File: config.mk
export PLATFORM = sky130hd
export DESIGN_NAME = http_request_byte_tagger_top
export DESIGN_NICKNAME = d
export VERILOG_FILES = /design/src/hw/rtl/htag_pkg.sv /design/src/hw/rtl/htag_method.sv /design/src/hw/rtl/htag_parser.sv /design/src/hw/rtl/http_request_byte_tagger_top.sv
export SDC_FILE = /design/constraint.sdc
export NUM_CORES = 1
export LEC_CHECK = 0
export ABC_AREA = 1
export BUFFER_PORTS_ARGS = -buffer_cell sky130_fd_sc_hd__clkbuf_2
export CELL_PAD_IN_SITES_DETAIL_PLACEMENT = 1
export CELL_PAD_IN_SITES_GLOBAL_PLACEMENT = 1
export CORE_MARGIN = 2
export CORE_UTILIZATION = 38
export CTS_CLUSTER_DIAMETER = 100
export CTS_CLUSTER_SIZE = 40
export DETAILED_ROUTE_END_ITERATION = 12
export PLACE_DENSITY = 0.79
export SETUP_SLACK_MARGIN = 0.2
export SYNTH_ARGS = -nofsm -noshare
export SYNTH_HDL_FRONTEND = slang
export SYNTH_SLANG_ARGS = --single-unit
File: constraint.sdc
create_clock -name clock -period 2.1 [get_ports clock]
set_input_delay 0.315 -clock clock [delete_from_list [all_inputs] [get_ports clock]]
set_output_delay 0.315 -clock clock [all_outputs]
set_load 0.1 [all_outputs]
File: src/hw/rtl/htag_pkg.sv
package htag_pkg;

   typedef enum logic [3:0] {
      PH_METHOD   = 4'd0,
      PH_PATH     = 4'd1,
      PH_QKEY     = 4'd2,
      PH_QVAL     = 4'd3,
      PH_PROTO    = 4'd4,
      PH_PROTO_LF = 4'd5,
      PH_HNAME    = 4'd6,
      PH_HSKIP    = 4'd7,
      PH_HVAL     = 4'd8,
      PH_HLF      = 4'd9,
      PH_BODY_LF  = 4'd10,
      PH_BODY     = 4'd11,
      PH_IGNORE   = 4'd12
   } phase_type;

   localparam logic [3:0] CL_METHOD  = 4'd0;
   localparam logic [3:0] CL_PATH    = 4'd1;
   localparam logic [3:0] CL_QKEY    = 4'd2;
   localparam logic [3:0] CL_QVAL    = 4'd3;
   localparam logic [3:0] CL_PROTO   = 4'd4;
   localparam logic [3:0] CL_HNAME   = 4'd5;
   localparam logic [3:0] CL_HVAL    = 4'd6;
   localparam logic [3:0] CL_BODY    = 4'd7;
   localparam logic [3:0] CL_DELIM   = 4'd8;
   localparam logic [3:0] CL_IGNORED = 4'd9;

   localparam logic [2:0] MC_UNKNOWN = 3'd0;

   localparam int unsigned NUM_VERBS = 7;
   localparam logic [6:0]  ALL_CANDIDATES = 7'h7F;
   localparam logic [3:0]  POS_MAX = 4'd15;

   localparam logic [7:0] CH_SPACE = 8'h20;
   localparam logic [7:0] CH_QUERY = 8'h3F;
   localparam logic [7:0] CH_AMP   = 8'h26;
   localparam logic [7:0] CH_EQUAL = 8'h3D;
   localparam logic [7:0] CH_COLON = 8'h3A;
   localparam logic [7:0] CH_CR    = 8'h0D;
   localparam logic [7:0] CH_NUL   = 8'h00;

   localparam logic [7:0] VERB_TEXT [NUM_VERBS][8] = '{
      '{"G", "E", "T", 8'h00, 8'h00, 8'h00, 8'h00, 8'h00},
      '{"P", "O", "S", "T", 8'h00, 8'h00, 8'h00, 8'h00},
      '{"P", "U", "T", 8'h00, 8'h00, 8'h00, 8'h00, 8'h00},
      '{"D", "E", "L", "E", "T", "E", 8'h00, 8'h00},
      '{"H", "E", "A", "D", 8'h00, 8'h00, 8'h00, 8'h00},
      '{"T", "R", "A", "C", "E", 8'h00, 8'h00, 8'h00},
      '{"O", "P", "T", "I", "O", "N", "S", 8'h00}
   };

   localparam logic [3:0] VERB_LEN [NUM_VERBS] = '{
      4'd3, 4'd4, 4'd3, 4'd6, 4'd4, 4'd5, 4'd7
   };

   typedef struct packed {
      logic narrow;
      logic clear;
   } method_ctrl_type;

   typedef struct packed {
      logic [3:0] field_class;
      logic       method_done;
      logic [2:0] method_code;
      logic       message_end;
   } result_type;

endpackage

File: src/hw/rtl/htag_method.sv
module htag_method (
   input  logic                     clock,
   input  logic                     reset,
   input  logic                     step,
   input  logic [7:0]               in_byte,
   input  htag_pkg::method_ctrl_type ctrl,
   output logic [2:0]               method_code
);
   import htag_pkg::*;

   logic [6:0] cand_ff, cand_in;
   logic [3:0] pos_ff, pos_in;
   logic [6:0] keep;

   always_comb begin
      for (int i = 0; i < NUM_VERBS; i++) begin
         keep[i] = (pos_ff < VERB_LEN[i]) && (VERB_TEXT[i][pos_ff[2:0]] == in_byte);
      end
   end

   always_comb begin
      cand_in = cand_ff;
      pos_in  = pos_ff;
      if (ctrl.clear) begin
         cand_in = ALL_CANDIDATES;
         pos_in  = 4'd0;
      end else if (ctrl.narrow) begin
         cand_in = cand_ff & keep;
         if (pos_ff != POS_MAX) begin
            pos_in = pos_ff + 4'd1;
         end
      end
   end

   always_comb begin
      method_code = MC_UNKNOWN;
      for (int i = NUM_VERBS - 1; i >= 0; i--) begin
         if (cand_ff[i] && (pos_ff == VERB_LEN[i])) begin
            method_code = 3'(i + 1);
         end
      end
   end

   always_ff @(posedge clock) begin
      if (reset) begin
         cand_ff <= ALL_CANDIDATES;
         pos_ff  <= 4'd0;
      end else if (step) begin
         cand_ff <= cand_in;
         pos_ff  <= pos_in;
      end
   end

endmodule

File: src/hw/rtl/htag_parser.sv
module htag_parser (
   input  logic                      clock,
   input  logic                      reset,
   input  logic                      step,
   input  logic [7:0]                in_byte,
   input  logic                      end_of_message,
   input  logic [2:0]                method_code,
   output htag_pkg::method_ctrl_type ctrl,
   output htag_pkg::result_type      result
);
   import htag_pkg::*;

   phase_type phase_ff, phase_in;
   logic      line_start_ff, line_start_in;

   // next phase
   always_comb begin
      phase_in      = phase_ff;
      line_start_in = line_start_ff;
      unique case (phase_ff)
         PH_PATH: begin
            if (in_byte == CH_QUERY) begin
               phase_in = PH_QKEY;
            end else if (in_byte == CH_SPACE) begin
               phase_in = PH_PROTO;
            end
         end
         PH_QKEY: begin
            if (in_byte == CH_EQUAL) begin
               phase_in = PH_QVAL;
            end else if (in_byte == CH_SPACE) begin
               phase_in = PH_PROTO;
            end
         end
         PH_QVAL: begin
            if (in_byte == CH_AMP) begin
               phase_in = PH_QKEY;
            end else if (in_byte == CH_SPACE) begin
               phase_in = PH_PROTO;
            end
         end
         PH_PROTO: begin
            if (in_byte == CH_CR) begin
               phase_in = PH_PROTO_LF;
            end
         end
         PH_PROTO_LF, PH_HLF: begin
            phase_in      = PH_HNAME;
            line_start_in = 1'b1;
         end
         PH_HNAME: begin
            if (line_start_ff && in_byte == CH_CR) begin
               phase_in = PH_BODY_LF;
            end else if (in_byte == CH_COLON) begin
               phase_in = PH_HSKIP;
            end
            line_start_in = 1'b0;
         end
         PH_HSKIP: begin
            phase_in = PH_HVAL;
         end
         PH_HVAL: begin
            if (in_byte == CH_CR) begin
               phase_in = PH_HLF;
            end
         end
         PH_BODY_LF: begin
            phase_in = PH_BODY;
         end
         PH_BODY: begin
            if (in_byte == CH_NUL) begin
               phase_in = PH_IGNORE;
            end
         end
         PH_IGNORE: begin
            phase_in = PH_IGNORE;
         end
         default: begin
            if (in_byte == CH_SPACE) begin
               phase_in = PH_PATH;
            end else begin
               phase_in = PH_METHOD;
            end
         end
      endcase
      if (end_of_message) begin
         phase_in      = PH_METHOD;
         line_start_in = 1'b0;
      end
   end

   // tag and method control
   always_comb begin
      result.field_class = CL_DELIM;
      result.method_done = 1'b0;
      result.method_code = MC_UNKNOWN;
      result.message_end = end_of_message;
      ctrl.narrow        = 1'b0;
      ctrl.clear         = end_of_message;
      unique case (phase_ff)
         PH_PATH: begin
            if (in_byte != CH_QUERY && in_byte != CH_SPACE) begin
               result.field_class = CL_PATH;
            end
         end
         PH_QKEY: begin
            if (in_byte != CH_EQUAL && in_byte != CH_SPACE && in_byte != CH_AMP) begin
               result.field_class = CL_QKEY;
            end
         end
         PH_QVAL: begin
            if (in_byte != CH_AMP && in_byte != CH_SPACE) begin
               result.field_class = CL_QVAL;
            end
         end
         PH_PROTO: begin
            if (in_byte != CH_CR) begin
               result.field_class = CL_PROTO;
            end
         end
         PH_PROTO_LF, PH_HLF, PH_HSKIP, PH_BODY_LF: begin
            result.field_class = CL_DELIM;
         end
         PH_HNAME: begin
            if (!(line_start_ff && in_byte == CH_CR) && in_byte != CH_COLON) begin
               result.field_class = CL_HNAME;
            end
         end
         PH_HVAL: begin
            if (in_byte != CH_CR) begin
               result.field_class = CL_HVAL;
            end
         end
         PH_BODY: begin
            if (in_byte == CH_NUL) begin
               result.message_end = 1'b1;
            end else begin
               result.field_class = CL_BODY;
            end
         end
         PH_IGNORE: begin
            result.field_class = CL_IGNORED;
         end
         default: begin
            if (in_byte == CH_SPACE) begin
               result.method_done = 1'b1;
               result.method_code = method_code;
               ctrl.clear         = 1'b1;
            end else begin
               result.field_class = CL_METHOD;
               ctrl.narrow        = 1'b1;
            end
         end
      endcase
   end

   always_ff @(posedge clock) begin
      if (reset) begin
         phase_ff      <= PH_METHOD;
         line_start_ff <= 1'b0;
      end else if (step) begin
         phase_ff      <= phase_in;
         line_start_ff <= line_start_in;
      end
   end

endmodule

File: src/hw/rtl/http_request_byte_tagger_top.sv
// A word accepted is held in the input register, then moves to the output register
// that drives rsp_. One word per cycle unless rsp_ready stalls the output; the
// parse state loop closes through the phase and method candidate registers.
// Reset: synchronous, active high; clears the valid flags of both registers and
// returns the parser to the method phase with all method candidates set.
module http_request_byte_tagger_top (
   input  logic       clock,
   input  logic       reset,
   input  logic       req_valid,
   output logic       req_ready,
   input  logic [7:0] req_in_byte,
   input  logic       req_end_of_message,
   output logic       rsp_valid,
   input  logic       rsp_ready,
   output logic [7:0] rsp_out_byte,
   output logic [3:0] rsp_field_class,
   output logic       rsp_method_done,
   output logic [2:0] rsp_method_code,
   output logic       rsp_message_end
);
   import htag_pkg::*;

   logic            in_valid_ff;
   logic [7:0]      in_byte_ff;
   logic            in_eom_ff;
   logic            out_valid_ff;
   logic [7:0]      out_byte_ff;
   result_type      out_result_ff;
   logic            out_free;
   logic            step;
   logic [2:0]      method_code;
   method_ctrl_type ctrl;
   result_type      result;

   assign out_free  = !out_valid_ff || rsp_ready;
   assign step      = in_valid_ff && out_free;
   assign req_ready = !in_valid_ff || step;

   htag_method u_method (
      .clock       (clock),
      .reset       (reset),
      .step        (step),
      .in_byte     (in_byte_ff),
      .ctrl        (ctrl),
      .method_code (method_code)
   );

   htag_parser u_parser (
      .clock          (clock),
      .reset          (reset),
      .step           (step),
      .in_byte        (in_byte_ff),
      .end_of_message (in_eom_ff),
      .method_code    (method_code),
      .ctrl           (ctrl),
      .result         (result)
   );

   always_ff @(posedge clock) begin
      if (reset) begin
         in_valid_ff <= 1'b0;
      end else if (req_ready) begin
         in_valid_ff <= req_valid;
      end
   end

   always_ff @(posedge clock) begin
      if (req_valid && req_ready) begin
         in_byte_ff <= req_in_byte;
         in_eom_ff  <= req_end_of_message;
      end
   end

   always_ff @(posedge clock) begin
      if (reset) begin
         out_valid_ff <= 1'b0;
      end else if (out_free) begin
         out_valid_ff <= in_valid_ff;
      end
   end

   always_ff @(posedge clock) begin
      if (step) begin
         out_byte_ff   <= in_byte_ff;
         out_result_ff <= result;
      end
   end

   assign rsp_valid       = out_valid_ff;
   assign rsp_out_byte    = out_byte_ff;
   assign rsp_field_class = out_result_ff.field_class;
   assign rsp_method_done = out_result_ff.method_done;
   assign rsp_method_code = out_result_ff.method_code;
   assign rsp_message_end = out_result_ff.message_end;

endmodule

==> parameters.txt <==
Parameter                              Value

STA
  Final hold violations ... 0
  Slew @ Worst Pin ... around 0.55 ns
  Worst hold-check slack ... approximately 0.17 ns
  Count of endpoints failing setup in the final report ... 0
  Final period utilization ... 0.8551
  Post-layout min period ... 1.796 ns
  Max transition margin ... 0.6352
  Final setup TNS ... 0 ns
  Number of pins exceeding their max-slew limit in the final report ... 0
  RSZ-0062 raised after global routing ... yes
  Clock tree skew after final layout ... 0.01045 ns
  Maximum operating frequency ... around 0.56 GHz

Layout
  Count of fill cells added during filler insertion ... between 1000 and 1500
  Diode insertion count for antenna repair ... 0
  Post-synthesis to final-layout area growth ... 18.18%
  Post-layout instance area ... 3546 um^2
  Final-stage net count ... around 470
  Share of final-layout standard cells stronger than drive strength 1 ... 0.2633
  Final std cells w/o fill ... between 500 and 600

Die
  Core region area ... roughly 7700 um^2
  Overall die width ... between 90 and 100 um
  Die footprint ... between 8000 and 9000 um^2
  Height of the die ... around 93 um
  Row count ... 32
  I/O pin total ... 32
  Initial standard-cell utilization of the core ... 0.3903

Critical path
  Crit start category ... register
  R2r startpoint ... u_method.pos_ff[0]$_SDFFE_PP0P_
  Slowest library cell on the worst path ... dfxtp_4
  First element of the critical path ... u_method.pos_ff[0]$_SDFFE_PP0P_
  Worst path top cell family by delay ... compound AO/OA/AOI/OAI gates
  Slowest stage delay, CP ... a little under 0.4 ns
  Top fanout value on the critical path ... 7
  Worst path cell trace ... ha_1, nor2_2, o21ai_0, a21oi_1, o2111ai_1, o21ai_0, nand2_1, nand2_1
  Worst endpoint required time ... approximately 2.4 ns
  CP arrival ... roughly 2.1 ns
  Crit path buffers/inverters ... 0
  Element type at the critical path end ... register
  Setup Crit Path Kind ... reg -> reg

Min path
  Origin of the worst min-delay path ... req_in_byte[6]
  Type of the tightest min-delay check ... in -> reg

Place
  Final weighted congestion in routability-driven placement ... roughly 0.9
  Area of placed instances ... between 3000 and 4000 um^2
  Estimated wirelength of the detail-placed design ... 6760 um
  Cell total after placement ... 534
  Number of I/O port buffers ... 31

GRT
  GRT Resource Usage Total ... 0.2061
  Gr ovfl total ... 0
  Vias in the first global route ... roughly 2800
  Initial antenna violation count ... 0
  First-pass GRT wire length ... roughly 14000 um
  Largest net degree at the start of global routing ... 16

CTS
  Reg clk slew, reported paths ... about 0.10 ns
  Clock tree from TritonCTS ... yes
  Clock latency reported for the late side of the worst-skew pair ... a little over 0.3 ns
  CTS buffer count ... 5
  Clock sink total ... 44
  Clock Tree Buf Depth ... 2
  H-tree depth reported by CTS ... 2
  Clock root buffer ... clkbuf_8

Route
  Vias after detailed routing ... between 2000 and 3000
  Detail Route Antenna Nets ... 0
  Average wire length per cell after detail routing ... approximately 16 um
  Routed Wire Length ... between 8000 and 9000 um
  Number of detailed-route iterations in the first pass ... 4
  Routed vias/inst ... about 5.1
  Violation count after the first detailed-routing iteration ... a little over 100
  DR DRC count ... 0

Synth
  Net count of the mapped netlist ... between 400 and 500
  Post-Syn Instances ... roughly 400
  Flops & latches, synth ... 44
  Top area cells in the synthesized netlist ... edfxtp_1 26%, nand2_1 15%, dfxtp_1 12%
  Prevailing post-synth register cell ... edfxtp_1
  Part of the Yosys area used for sequential elements ... 0.3803
  Share of synthesized registers carrying an async set or reset ... 0
  Post-Synthesis Mean Instance Area ... about 7.5 um^2
  Most common library cells after synthesis ... 120 x nand2_1, 38 x nor2_1, 30 x inv_1
  Number of enable flip-flop cells after synthesis ... 26
  Warnings, synthesis ... 0
  Netlist area before placement ... ~3000 um^2
  Count leader, synth ... nand2_1
  Top-area cell type share of the netlist area ... 0.2602
  Cell variety after synth ... 42
  Leading area contributor after synthesis ... edfxtp_1

Power and ir drop
  Worst vdd rail ir drop ... 246.2 uV
  Logic pwr share ... 0.200
  Switching power ... just under 0.0007 W
  Internal power of the cells ... 0.001431 W
  Clk network pwr share ... 0.329
  Sequential cell fraction of total power ... 0.471
  Pwr Density ... between 500 and 600 nW/um^2
  Total leakage power ... approximately 1.7 nW
  Switch share ... 0.3208

Run
  Count of max-cap constraint violations ... 0

Outcome
  Run status ... complete, no violations
==> stage by stage <==
| step | util | setup slack (ns) | power (W) |
|---|---|---|---|
| 2_1_floorplan | - | 0.2613 | 0.001307 |
| 3_3_place_gp | 0.4318 | 0.2416 | 0.001400 |
| 3_5_place_dp | 0.4318 | 0.1327 | 0.001407 |
| 4_1_cts | 0.4471 | 0.2167 | 0.002097 |
| 5_1_grt | 0.4613 | 0.1451 | 0.002184 |
| 6_report | 0.4613 | 0.3042 | 0.002107 |
==> worst reg2reg max path: stages (launching register included) <==
cell and delay, ns:
dfxtp_4 0.39, ha_1 0.28, nor2_2 0.20, o21ai_0 0.10
a21oi_1 0.22, o2111ai_1 0.14, o21ai_0 0.28, nand2_1 0.08
nand2_1 0.06
==> logic make-up after synthesis <==
family	share of synthesized area
AO/OA/AOI/OAI	0.1172
XOR/XNOR	0.03503
adder cells (fa/ha/maj)	0.02919
buffers and inverters	0.07089
flip-flops	0.3803
AND/OR/NAND/NOR	0.3674
==> flip-flops by register name, summed over array words and instances, names as in the netlist <==
name and cells:
in_byte_ff 8, in_eom_ff 1, in_valid_ff 1, rsp_field_class 4
rsp_message_end 1, rsp_method_code 3, rsp_method_done 1, rsp_out_byte 8
rsp_valid 1, u_method.cand_ff 7, u_method.pos_ff 4, u_parser.line_start_ff 1
u_parser.phase_ff 4
==> cell usage in the layout, fill, tap and decap left out, types with 5 or more instances in the layout <==
master	synthesis	final
a21oi_1	20	20
buf_4	1	20
nor2_2	7	8
xor2_1	12	12
inv_1	30	28
clkbuf_8	0	5
ha_1	7	7
nand2_1	120	117
edfxtp_1	26	26
nor2_1	38	37
nor3_1	8	8
nand2_2	3	5
dfxtp_1	18	15
nand3_1	26	25
o21ai_0	17	17
nor2_4	6	6
inv_2	12	12
clkbuf_2	0	31
nand4_1	7	7
nand2_4	6	7
==> final timing paths <==
kind / end / cells past startpoint / slack, ns
worst max register to register: u_method.cand_ff[2]$_SDFFE_PP1P_ / 8 / 0.30
worst min register to register: u_method.cand_ff[1]$_SDFFE_PP1P_ / 2 / 0.46
worst min-delay path: in_byte_ff[6]$_DFFE_PP_ / 1 / 0.17
worst max-delay path: u_method.cand_ff[2]$_SDFFE_PP1P_ / 8 / 0.30
==> what timing repair did <==
item                       4_1_cts  5_1_grt
hold buffers                     0        0
resized for setup                2        6
setup endpoints to repair        1       13
buffers inserted                 0       12
==> final cells by class <==
class,count,area (um^2),share of cell area
sequential,44,1150,0.3243
multi-input combinational,304,1667,0.4700
timing repair buffer,51,305.3,0.08610
clock inverter,3,46.29,0.01306
tap,102,127.6,0.03599
inverter,45,181.4,0.05116
clock buffer,5,68.82,0.01941
==> metal layers <==
metal | wire (um) | vias to the layer above | track usage
met5 | 0 | - | 0
met4 | 170 | 0 | 0.06740
met3 | 318 | 10 | 0.03173
met2 | 4291 | 52 | 0.3551
met1 | 3923 | 1340 | 0.2635
li1 | - | 1414 | -
==> power by group through the flow <==
stage	logic, W	registers (W)	clock network, W
floorplan	0.000200	0.00111	0
global placement	0.000385	0.00102	0
detailed placement	0.000391	0.00102	0
CTS	0.000393	0.000997	0.000707
global route	0.000453	0.000997	0.000734
finish	0.000421	0.000992	0.000694
(Power assumes the default switching activity.)
